===== src/rtl/core/stsg_pkg.sv =====
`default_nettype none
// ----------------------------------------------------------------------------
// Sine tone generator package
// Shared constants, control structs and the reciprocal table for the
// constant divisions of the Taylor series.
// ----------------------------------------------------------------------------
package stsg_pkg;

    localparam int PHASE_BITS_DEF = 32;
    localparam int SINE_BITS_DEF  = 16;

    localparam int MUL_W = 32;

    localparam logic [30:0] Q30_ONE     = 31'h4000_0000;
    localparam logic [30:0] HALF_PI_Q30 = 31'd1686629713;

    // floor(pct * 32768 / 100) == (pct * VOL_RECIP) >> VOL_SHIFT for pct < 128
    localparam logic [22:0] VOL_RECIP = 23'd5368710;
    localparam int          VOL_SHIFT = 14;

    localparam logic [15:0] SAT_POS     = 16'd32767;
    localparam logic [15:0] SAT_NEG_MAG = 16'd32768;

    // exact floor(q / d) for q < 2^30: (q * RECIP) >> SHIFT
    localparam logic [31:0] RECIP_S6 = 32'(((64'd1 << 38) + 64'd155) / 64'd156);
    localparam logic [31:0] RECIP_S5 = 32'(((64'd1 << 37) + 64'd109) / 64'd110);
    localparam logic [31:0] RECIP_S4 = 32'(((64'd1 << 37) + 64'd71) / 64'd72);
    localparam logic [31:0] RECIP_S3 = 32'(((64'd1 << 36) + 64'd41) / 64'd42);
    localparam logic [31:0] RECIP_S2 = 32'(((64'd1 << 35) + 64'd19) / 64'd20);
    localparam logic [31:0] RECIP_S1 = 32'(((64'd1 << 33) + 64'd5) / 64'd6);
    localparam logic [31:0] RECIP_C6 = 32'(((64'd1 << 38) + 64'd131) / 64'd132);
    localparam logic [31:0] RECIP_C5 = 32'(((64'd1 << 37) + 64'd89) / 64'd90);
    localparam logic [31:0] RECIP_C4 = 32'(((64'd1 << 36) + 64'd55) / 64'd56);
    localparam logic [31:0] RECIP_C3 = 32'(((64'd1 << 35) + 64'd29) / 64'd30);
    localparam logic [31:0] RECIP_C2 = 32'(((64'd1 << 34) + 64'd11) / 64'd12);
    localparam logic [31:0] RECIP_C1 = 32'(((64'd1 << 31) + 64'd1) / 64'd2);

    typedef struct packed {
        logic start;
        logic out_free;
    } t_core_ctl;

    typedef struct packed {
        logic busy;
        logic done;
    } t_core_sts;

    function automatic logic [31:0] recip_mul(input logic is_cos, input logic [2:0] k);
        logic [31:0] m;
        case ({is_cos, k})
            4'b0_110: m = RECIP_S6;
            4'b0_101: m = RECIP_S5;
            4'b0_100: m = RECIP_S4;
            4'b0_011: m = RECIP_S3;
            4'b0_010: m = RECIP_S2;
            4'b0_001: m = RECIP_S1;
            4'b1_110: m = RECIP_C6;
            4'b1_101: m = RECIP_C5;
            4'b1_100: m = RECIP_C4;
            4'b1_011: m = RECIP_C3;
            4'b1_010: m = RECIP_C2;
            4'b1_001: m = RECIP_C1;
            default:  m = '0;
        endcase
        return m;
    endfunction

    function automatic logic [5:0] recip_shift(input logic is_cos, input logic [2:0] k);
        logic [5:0] s;
        case ({is_cos, k})
            4'b0_110: s = 6'd38;
            4'b0_101: s = 6'd37;
            4'b0_100: s = 6'd37;
            4'b0_011: s = 6'd36;
            4'b0_010: s = 6'd35;
            4'b0_001: s = 6'd33;
            4'b1_110: s = 6'd38;
            4'b1_101: s = 6'd37;
            4'b1_100: s = 6'd36;
            4'b1_011: s = 6'd35;
            4'b1_010: s = 6'd34;
            4'b1_001: s = 6'd31;
            default:  s = 6'd0;
        endcase
        return s;
    endfunction

endpackage
`default_nettype wire


===== src/rtl/core/stsg_mul.sv =====
`default_nettype none
// ----------------------------------------------------------------------------
// Shared multiplier
// Unsigned 32x32 multiplier with a registered 64-bit product.
// ----------------------------------------------------------------------------
module stsg_mul (
    input  logic                         i_clk,
    input  logic                         i_en,
    input  logic [stsg_pkg::MUL_W-1:0]   i_a,
    input  logic [stsg_pkg::MUL_W-1:0]   i_b,
    output logic [2*stsg_pkg::MUL_W-1:0] o_prod
);
    import stsg_pkg::*;

    logic [2*MUL_W-1:0] r_prod;

    always_ff @(posedge i_clk) begin
        if (i_en) begin
            r_prod <= {{MUL_W{1'b0}}, i_a} * {{MUL_W{1'b0}}, i_b};
        end
    end

    assign o_prod = r_prod;

endmodule
`default_nettype wire


===== src/rtl/core/stsg_core.sv =====
`default_nettype none
// ----------------------------------------------------------------------------
// Sine sample sequencer
// Octant fold, Q30 Horner series and volume scaling on the shared multiplier.
// ----------------------------------------------------------------------------
module stsg_core #(
    parameter int PHASE_BITS = stsg_pkg::PHASE_BITS_DEF,
    parameter int SINE_BITS  = stsg_pkg::SINE_BITS_DEF
) (
    input  logic                  i_clk,
    input  logic                  i_rst_n,
    input  stsg_pkg::t_core_ctl   i_ctl,
    output stsg_pkg::t_core_sts   o_sts,
    input  logic [PHASE_BITS-1:0] i_phase,
    input  logic [6:0]            i_amplitude_percent,
    output logic [15:0]           o_sample
);
    import stsg_pkg::*;

    localparam logic [3:0] ST_IDLE  = 4'd0;
    localparam logic [3:0] ST_MULX  = 4'd1;
    localparam logic [3:0] ST_MULX2 = 4'd2;
    localparam logic [3:0] ST_LDX2  = 4'd3;
    localparam logic [3:0] ST_HMUL  = 4'd4;
    localparam logic [3:0] ST_HDIV  = 4'd5;
    localparam logic [3:0] ST_HUPD  = 4'd6;
    localparam logic [3:0] ST_MULS  = 4'd7;
    localparam logic [3:0] ST_MULV  = 4'd8;
    localparam logic [3:0] ST_FIN   = 4'd9;

    logic [3:0]  r_state, n_state;
    logic [2:0]  r_k, n_k;
    logic [29:0] r_g;
    logic        r_cos;
    logic        r_neg;
    logic [15:0] r_vol;
    logic [29:0] r_x;
    logic [29:0] r_x2;
    logic [30:0] r_t;

    logic [1:0]              w_quad;
    logic [PHASE_BITS+29:0]  w_frac_wide;
    logic [29:0]             w_f;
    logic                    w_fold;
    logic [30:0]             w_unfold;
    logic [29:0]             w_g;
    logic [29:0]             w_vol_prod;
    logic                    w_mul_en;
    logic [MUL_W-1:0]        w_mul_a;
    logic [MUL_W-1:0]        w_mul_b;
    logic [2*MUL_W-1:0]      w_prod;
    logic [5:0]              w_rshift;
    logic [29:0]             w_quo;
    logic [SINE_BITS:0]      w_sm;
    logic [15:0]             w_mag;
    logic                    w_done;

    // octant fold of the incoming phase
    assign w_quad      = i_phase[PHASE_BITS-1:PHASE_BITS-2];
    assign w_frac_wide = {i_phase[PHASE_BITS-3:0], 32'b0};
    assign w_f         = w_frac_wide[PHASE_BITS+29:PHASE_BITS];
    assign w_fold      = w_f[29];
    assign w_unfold    = Q30_ONE - {1'b0, w_f};
    assign w_g         = w_fold ? w_unfold[29:0] : w_f;
    assign w_vol_prod  = 30'({23'd0, i_amplitude_percent} * VOL_RECIP);

    assign w_rshift = recip_shift(r_cos, r_k);
    assign w_quo    = 30'(w_prod >> w_rshift);
    assign w_sm     = r_cos ? r_t[30:30-SINE_BITS] : w_prod[60:60-SINE_BITS];
    assign w_mag    = w_prod[SINE_BITS+15:SINE_BITS];

    assign w_mul_en = r_state inside {ST_MULX, ST_MULX2, ST_HMUL, ST_HDIV, ST_MULS, ST_MULV};

    always_comb begin
        w_mul_a = '0;
        w_mul_b = '0;
        case (r_state)
            ST_MULX: begin
                w_mul_a = 32'(r_g);
                w_mul_b = 32'(HALF_PI_Q30);
            end
            ST_MULX2: begin
                w_mul_a = 32'(w_prod[59:30]);
                w_mul_b = 32'(w_prod[59:30]);
            end
            ST_HMUL: begin
                w_mul_a = 32'(r_x2);
                w_mul_b = 32'(r_t);
            end
            ST_HDIV: begin
                w_mul_a = 32'(w_prod[59:30]);
                w_mul_b = recip_mul(r_cos, r_k);
            end
            ST_MULS: begin
                w_mul_a = 32'(r_x);
                w_mul_b = 32'(r_t);
            end
            ST_MULV: begin
                w_mul_a = 32'(r_vol);
                w_mul_b = 32'(w_sm);
            end
            default: begin
                w_mul_a = '0;
                w_mul_b = '0;
            end
        endcase
    end

    stsg_mul u_mul (
        .i_clk  (i_clk),
        .i_en   (w_mul_en),
        .i_a    (w_mul_a),
        .i_b    (w_mul_b),
        .o_prod (w_prod)
    );

    assign w_done = (r_state == ST_FIN) && i_ctl.out_free;

    always_comb begin
        n_state = r_state;
        n_k     = r_k;
        case (r_state)
            ST_IDLE:  if (i_ctl.start) begin
                n_state = ST_MULX;
            end
            ST_MULX:  n_state = ST_MULX2;
            ST_MULX2: n_state = ST_LDX2;
            ST_LDX2: begin
                n_k     = 3'd6;
                n_state = ST_HMUL;
            end
            ST_HMUL:  n_state = ST_HDIV;
            ST_HDIV:  n_state = ST_HUPD;
            ST_HUPD: begin
                if (r_k == 3'd1) begin
                    n_state = ST_MULS;
                end else begin
                    n_k     = r_k - 3'd1;
                    n_state = ST_HMUL;
                end
            end
            ST_MULS:  n_state = ST_MULV;
            ST_MULV:  n_state = ST_FIN;
            ST_FIN:   if (i_ctl.out_free) begin
                n_state = ST_IDLE;
            end
            default:  n_state = ST_IDLE;
        endcase
    end

    always_ff @(posedge i_clk) begin
        if (!i_rst_n) begin
            r_state <= ST_IDLE;
            r_k     <= 3'd0;
        end else begin
            r_state <= n_state;
            r_k     <= n_k;
        end
    end

    always_ff @(posedge i_clk) begin
        if (r_state == ST_IDLE && i_ctl.start) begin
            r_g   <= w_g;
            r_cos <= w_quad[0] ^ w_fold;
            r_neg <= w_quad[1];
            r_vol <= w_vol_prod[VOL_SHIFT+15:VOL_SHIFT];
        end
        if (r_state == ST_MULX2) begin
            r_x <= w_prod[59:30];
        end
        if (r_state == ST_LDX2) begin
            r_x2 <= w_prod[59:30];
            r_t  <= Q30_ONE;
        end
        if (r_state == ST_HUPD) begin
            r_t <= Q30_ONE - {1'b0, w_quo};
        end
    end

    always_comb begin
        if (r_neg) begin
            o_sample = (w_mag > SAT_NEG_MAG) ? SAT_NEG_MAG : 16'(16'd0 - w_mag);
        end else begin
            o_sample = (w_mag > SAT_POS) ? SAT_POS : w_mag;
        end
    end

    assign o_sts.busy = (r_state != ST_IDLE);
    assign o_sts.done = w_done;

endmodule
`default_nettype wire


===== src/rtl/core/sine_tone_sample_generator.sv =====
`default_nettype none
// ----------------------------------------------------------------------------
// Sine tone sample generator
// Phase-accumulator sine oscillator giving one signed 16-bit sample per
// request.
// ----------------------------------------------------------------------------
// Input channel (i_in_valid / o_in_stall) carries the phase step, the
// amplitude in percent and the first-sample flag. Each transaction yields
// exactly one transaction on the output channel (o_out_valid / i_out_stall)
// with the sample for the current phase; the phase then advances by the step.
// A first-sample request restarts the phase at zero, so its sample is zero.
//
// Each request is worked through the shared 32x32 multiplier: two products
// for the angle, three steps per term for the six Horner terms, then the
// sine and volume products. The sample is then registered at the output.
// o_in_stall is high while a request is being worked on.
//
// The result sits in an output register; a further request is accepted while
// it waits. If the receiver still stalls when the next sample is ready, the
// sequencer holds it and keeps o_in_stall high.
// Synchronous reset clears the phase, the sequencer and the output valid.
// ----------------------------------------------------------------------------
module sine_tone_sample_generator #(
    parameter int PHASE_BITS = stsg_pkg::PHASE_BITS_DEF,
    parameter int SINE_BITS  = stsg_pkg::SINE_BITS_DEF
) (
    input  logic        i_clk,
    input  logic        i_rst_n,
    input  logic        i_in_valid,
    output logic        o_in_stall,
    input  logic [30:0] i_phase_step,
    input  logic [6:0]  i_amplitude_percent,
    input  logic        i_first_sample,
    output logic        o_out_valid,
    input  logic        i_out_stall,
    output logic [15:0] o_sample
);
    import stsg_pkg::*;

    logic [PHASE_BITS-1:0] r_phase_acc;
    logic                  r_out_valid;
    logic [15:0]           r_sample;

    logic [PHASE_BITS+31:0] w_step_wide;
    logic [PHASE_BITS-1:0]  w_pstep;
    logic [PHASE_BITS-1:0]  w_phase;
    logic                   w_accept;
    logic [15:0]            w_core_sample;
    t_core_ctl              w_ctl;
    t_core_sts              w_sts;

    // step is a fraction of a turn at 2^32; rescale to the accumulator width
    assign w_step_wide = {1'b0, i_phase_step, {PHASE_BITS{1'b0}}};
    assign w_pstep     = w_step_wide[PHASE_BITS+31:32];
    assign w_phase     = i_first_sample ? '0 : r_phase_acc;

    assign o_in_stall = w_sts.busy;
    assign w_accept   = i_in_valid && !o_in_stall;

    assign w_ctl.start    = w_accept;
    assign w_ctl.out_free = !r_out_valid || !i_out_stall;

    stsg_core #(
        .PHASE_BITS (PHASE_BITS),
        .SINE_BITS  (SINE_BITS)
    ) u_core (
        .i_clk               (i_clk),
        .i_rst_n             (i_rst_n),
        .i_ctl               (w_ctl),
        .o_sts               (w_sts),
        .i_phase             (w_phase),
        .i_amplitude_percent (i_amplitude_percent),
        .o_sample            (w_core_sample)
    );

    always_ff @(posedge i_clk) begin
        if (!i_rst_n) begin
            r_phase_acc <= '0;
            r_out_valid <= 1'b0;
        end else begin
            if (w_accept) begin
                r_phase_acc <= w_phase + w_pstep;
            end
            if (w_sts.done) begin
                r_out_valid <= 1'b1;
            end else if (!i_out_stall) begin
                r_out_valid <= 1'b0;
            end
        end
    end

    always_ff @(posedge i_clk) begin
        if (w_sts.done) begin
            r_sample <= w_core_sample;
        end
    end

    assign o_out_valid = r_out_valid;
    assign o_sample    = r_sample;

endmodule
`default_nettype wire


===== config.mk =====
export PLATFORM = sky130hd
export DESIGN_NAME = sine_tone_sample_generator
export DESIGN_NICKNAME = d
export VERILOG_FILES = /design/src/rtl/core/stsg_pkg.sv /design/src/rtl/core/stsg_mul.sv /design/src/rtl/core/stsg_core.sv /design/src/rtl/core/sine_tone_sample_generator.sv
export SDC_FILE = /design/constraint.sdc
export NUM_CORES = 2
export LEC_CHECK = 0
export BUFFER_PORTS_ARGS = -buffer_cell sky130_fd_sc_hd__buf_2
export CORE_MARGIN = 4
export CORE_UTILIZATION = 50
export CTS_CLUSTER_DIAMETER = 150
export DETAILED_ROUTE_END_ITERATION = 6
export PLACE_DENSITY = 0.7
export SYNTH_ARGS = -nofsm -noshare
export SYNTH_HDL_FRONTEND = slang
export SYNTH_SLANG_ARGS = --single-unit

===== constraint.sdc =====
create_clock -name i_clk -period 26.2 [get_ports i_clk]
set_input_delay 5.24 -clock i_clk [delete_from_list [all_inputs] [get_ports i_clk]]
set_output_delay 5.24 -clock i_clk [all_outputs]
set_load 0.01 [all_outputs]

-- Yosys cells after proc, flatten, opt, wreduce, memory -nomap -nowiden
Memories as Yosys holds them, arrays and structs flattened.
Cells that the tools add are included.
- multiply operators: 2
- reductions and logical operators: 15
- shift operators: 1
- eq/ne operators: 14
- bitwise operators: 1
- $lt $le $gt $ge: 2
- add/sub/neg operators: 5
- muxes and demuxes: 18
- operators by type and width (kind ; number):
    one-hot mux 32 bit (5 select lines) ; 1
    one-hot mux 30 bit (5 select lines) ; 1
    right shift 64 x 6 -> 30 bit ; 1
    multiplier 30 x 32 -> 62 bit ; 1
    2-to-1 mux 31 bit ; 2
    2-to-1 mux 16 bit ; 3
    one-hot mux 4 bit (10 select lines) ; 1
    adder 32 x 31 -> 32 bit ; 1
    2-to-1 mux 32 bit ; 1
    subtractor 31 x 30 -> 31 bit (first input constant) ; 1
    subtractor 1 x 30 -> 30 bit (first input constant) ; 1
    multiplier 7 x 22 -> 29 bit (second input constant) ; 1
    2-to-1 mux 29 bit ; 1
    2-to-1 mux 17 bit ; 1
    equality test 4 x 3 -> 1 bit (second input constant) ; 4
    greater-than comparator 16 x 15 -> 1 bit (second input constant) ; 1
    greater-than comparator 16 bit (second input constant) ; 1
    subtractor 1 x 16 -> 16 bit (first input constant) ; 1
    equality test 4 x 2 -> 1 bit (second input constant) ; 2
    equality test 4 bit (second input constant) ; 2
    2-to-1 mux 4 bit ; 2
    one-hot mux 3 bit (2 select lines) ; 1
    nonzero test 6 bit ; 1
    equality test 4 x 1 -> 1 bit (second input constant) ; 1
    16 further kinds ; 25
- memories: 2
- word-level logic and storage cells: 74
- input bits: 43
- memory bits (read-only): 592
- register bits after elaboration: 259
- memories (name ; depth ; bits a word ; read ports ; clocked after Yosys merged registers in ; wr ports ; line ; source):
    (no name shown) ; 16 ; 31 ; 1 ; 0 ; 0 ; stsg_pkg.sv:50 ; case ({is_cos, k})
    (no name shown) ; 16 ; 6 ; 1 ; 0 ; 0 ; stsg_pkg.sv:70 ; case ({is_cos, k})

-- Logic depth before layout (Yosys ltp)
- word-level depth: 5
- depth in mapped cells: 39
- depth with buffers taken out: 38

-- By module
Synthesis repeated with hierarchy kept, for this count alone.
- cell total of the unflattened synthesis: 5783
- area total of the unflattened synthesis: 53286.1 sq um
- modules (own cells, without submodules) (module ; area an instance (sq um) ; times used ; cells an instance):
    stsg_mul ; 35296.4 ; 1 ; 3782
    stsg_core ; 14411.3 ; 1 ; 1576
    sine_tone_sample_generator ; 3578.4 ; 1 ; 425

-- Least setup slack after synthesis
OpenSTA, ideal clock, no wires.
- path kind: reg-to-reg
- start: register u_core.r_state[1]
- end: register u_core.u_mul.r_prod[58], in the netlist u_core.u_mul.o_prod[58] (data pin)
- setup slack: 16.011 ns
- arrival: 9.926 ns
- required time: 25.937 ns
- setup time: 0.263 ns
- cell stages (with the launch flop): 33
- cell sequence: dfxtp_1 > clkbuf_1 > nand2b_1 > nor3_1 > clkbuf_1 > buf_1 > clkbuf_1 > a221o_1 > clkbuf_1 > nand2_1 > fa_1 > inv_1 > fa_1 > inv_1 > fa_1 > fa_1 > inv_1 > fa_1 > fa_1 > fa_1 > fa_1 > ha_1 > nand2_1 > o21ai_0 > o2111ai_1 > a311oi_1 > nor3_1 > o31ai_1 > a41oi_1 > a21oi_1 > a21o_1 > a21oi_1 > xnor2_1
- longest elaborated chain between the ends: 4
- ends and longest elaborated chain (item ; line ; source):
    start, declared ; stsg_core.sv:31 ; logic [3:0] r_state, n_state;
    start signal, assigned ; stsg_core.sv:156 ; r_state <= n_state;
    equality test 4 x 2 -> 1 bit or equality test 4 x 3 -> 1 bit (tied branches) ; stsg_core.sv:77 ; case (r_state)
    OR reduction 2 bit (no line) ; - ;
    one-hot mux 30 bit (5 select lines) or one-hot mux 32 bit (5 select lines) (tied branches) ; stsg_core.sv:77 ;
    multiplier 30 x 32 -> 62 bit * ; stsg_mul.sv:19 ; r_prod <= {{MUL_W{1'b0}}, i_a} * {{MUL_W{1'b0}}, i_b};
    end signal, assigned ; stsg_mul.sv:19 ;
    end, declared ; stsg_mul.sv:15 ; logic [2*MUL_W-1:0] r_prod;
Every way passes the cells marked *; elsewhere a longest branch is shown, timed or not.
A chain may end at the register's enable or synchronous reset.

-- Final worst setup path
- start: register u_core.r_state[1]
- end: register u_core.u_mul.r_prod[54], in the netlist u_core.u_mul.o_prod[54] (data pin)
Same word-level chain as after synthesis.

==> results.cfg <==
[critical_path]
end_kind = flip-flop
crit_path_max_incr_delay_ps = 800
r2r_slack_ps = 14830
r2r_cells = 33
worstSetupPathType = flip-flop to flip-flop
critPathMaxFanout = 68
cp-endpoint = u_core.u_mul.o_prod[54]
crit_path_top_delay_cell = a311oi_1
crit_arrival_ps = 11690
r2r_end = u_core.u_mul.o_prod[54]
crit_start = u_core.r_state[1]
required_ps = 26520
cp-start-kind = flip-flop
crit_top_cell = fa_1
worst_r2r_startpoint = u_core.r_state[1]

[global_routing]
grt_overflow = 0
grtUsageTotal_pct = 31.2
grt_pass1_vias = 40600
grt_pass1_wl_um = 244000
grt_start_max_net_pins = 69
antenna_found_initial = 2

[route]
drc = 0
avgRoutedWirePerCell_um = 23.9
vias_per_cell = 5.95
wirelength_um = 159000
drtIter0Drc = 3842
vias = 39500
first_pass_iters = 5
drtAntennaViolNets = 0

[power]
pwr-share-seq_pct = 28.6
irDropWorstVdd_v = 0.0000693
clkPwrFrac_pct = 19.1
power.leakage_nw = 24.7
p_sw_mw = 0.964
p_int_mw = 1.14
power_density_nw_per_um2 = 41.1
total_power_mw = 2.10
switching_share_pct = 45.9
pwr-share-comb_pct = 52.3

[layout]
layout-drive-gt1-share_pct = 5.96
final_cell_mix = 970 x inv_1, 835 x fa_1, 792 x nand2_1
syn_to_final_growth_pct = 5.39
final_common_cell = inv_1
final_net_count = 6588

[sta]
slew_headroom_pct = 4.39
rsz0062_at_grt = no
finalSetupViolCount = 0
clock.fmax_ghz = 0.0880
min_period_ps = 11370
fin_skew_ps = 13.3
setup_tns_ps = 0
worstMarginPinSlew_ps = 1430
period_share_pct = 43.4
hold_viol = 0
drv_slew = 0

[die]
die_y_um = 320
core_area_um2 = 96600
row_count = 114
die-area_um2 = 102000
start_util_pct = 50.3
die_w_um = 320
ioPinCount = 61

[synthesis]
synth_edf_count = 217
ys.flop_type = edfxtp_1
syn_area_um2 = 48600
syn-num-nets = 6674
synth.avg_cell_area_um2 = 8.94
postSynthCellCount = 5429
yosys_warnings = 0
ys_seq_elements = 257
async_flop_share_pct = 0
yosysSeqAreaShare_pct = 15.1
yosysUniqueCellTypes = 90

[hold_path]
min_path_type = flip-flop to flip-flop

[clock_network]
h-tree-depth = 1
clkTransAtPathRegs_ps = 60
postCtsHoldBufs = 0
clk_path_buf_depth = 3
tritoncts = yes
cts_resized = 0
cts_buffers = 28
cts-root-buf = clkbuf_16
clock_latency_ps = 580
postCtsSetupRepairBufs = 0
clock-sinks = 257

[outcome]
status = finished clean

[placement]
numPortBuffers = 60
dpl.hpwl_um = 124000
gp_congestion = 0.997

[job]
drv_cap = 0
## registers in the layout, summed over array words and instances (netlist names), 3 cells and up
signal               cells
o_sample                16
r_phase_acc             32
u_core.r_g              30
u_core.r_k               3
u_core.r_state           4
u_core.r_t              31
u_core.r_vol            16
u_core.r_x              30
u_core.r_x2             30
u_core.u_mul.o_prod     62
## how the worst min path moves through the flow
stage	startpoint	end	slack [ps]	cells after the start
2_1_floorplan	u_core.u_mul.o_prod[30]	u_core.r_x2[0]	440	0
3_3_place_gp	r_phase_acc[23]	r_phase_acc[23]	480	2
3_5_place_dp	r_phase_acc[23]	r_phase_acc[23]	490	2
4_1_cts	r_phase_acc[23]	r_phase_acc[23]	500	2
5_1_grt	r_phase_acc[23]	r_phase_acc[23]	530	2
6_report	r_phase_acc[23]	r_phase_acc[23]	500	2
## cells by family after synthesis
kind of cell	Yosys count	synth area share, %
AO/OA/AOI/OAI	648	9.10
XOR/XNOR	136	2.45
adder cells (fa/ha/maj)	1202	43.9
buffers and inverters	1268	10.1
flip-flops	257	15.1
multiplexers	159	3.79
AND/OR/NAND/NOR	1759	15.6
## synthesized netlist by cell type (10+ instances only)
library cell	count	area, um2
buf_1	19	71.3
a311oi_1	12	105
buf_2	12	60.1
a211oi_1	35	263
xor2_1	68	596
and4_1	32	280
o21ai_0	117	586
o22ai_1	13	81.3
a31oi_1	13	81.3
clkbuf_1	240	901
fa_1	835	16700
nor3_1	43	215
a211o_1	12	105
edfxtp_1	217	6520
buf_4	10	75.1
o21a_1	16	120
inv_1	971	3640
mux2_2	20	225
or2_2	12	75.1
or3_1	24	150
o21bai_1	17	128
mux2i_1	121	1210
nor4_1	10	62.6
dfxtp_1	40	801
o211ai_1	15	113
a21o_1	55	413
a221oi_1	19	166
nand3_1	58	290
a21oi_1	155	776
nand2_1	792	2970
o31ai_1	16	120
ha_1	367	4590
nand2b_1	30	188
a221o_1	18	180
a31o_2	10	87.6
and2_1	44	275
mux4_2	17	383
nand4_1	42	263
a21boi_0	11	82.6
a22oi_1	36	270
and3_1	20	125
buf_6	13	146
xnor2_1	68	596
nor2_1	581	2180
nor2b_1	47	294
## power groups by stage
stage	clock network (mW)	logic, mW	registers, mW
floorplan	0	0.738	0.554
global placement	0	1.06	0.603
detailed placement	0	1.07	0.604
CTS	0.405	1.08	0.596
global route	0.424	1.20	0.601
finish	0.401	1.10	0.602
## routing by layer
metal  share of wire, %  GRT usage (%)
met1                 37           39.9
met2                 45           49.3
met3                 11           7.15
met4                7.4           17.5
met5             0.0075              0
## stage by stage
| step | setup slack, ps | instance area, um2 | hold WS (ps) | util [%] | std cells |
|---|---|---|---|---|---|
| 3_5_place_dp | 14850 | 50200 | 494 | 52.0 | 6588 |
| 2_1_floorplan | 16010 | 48600 | 443 | - | 5429 |
| 5_1_grt | 14350 | 51200 | 527 | 53.0 | 6641 |
| 6_report | 14830 | 51200 | 498 | 53.0 | 6642 |
| 4_1_cts | 14810 | 51100 | 501 | 53.0 | 6640 |
| 3_3_place_gp | 15130 | 50200 | 479 | 52.0 | 6588 |
## cell type report
cell class | instances | area (um2)
Timing Repair Buffer | 179 | 1210
Fill cell | 8880 | 45400
Antenna cell | 1 | 2.50
Multi-Input combinational cell | 3904 | 36500
Sequential cell | 257 | 7320
Clock buffer | 38 | 748
Tap cell | 1276 | 1600
Inverter | 973 | 3650
Clock inverter | 14 | 180
## worst max-delay path, delay by kind of cell (launching register included)
| kind | cells | cell delay (ps) |
|---|---|---|
| buf+inv | 7 | 1390 |
| simple gates | 9 | 2270 |
| compound gates | 7 | 2400 |
| xor+xnor | 1 | 130 |
| flops | 1 | 520 |
| fa+ha+maj | 9 | 4380 |
(Power assumes the default switching activity.)
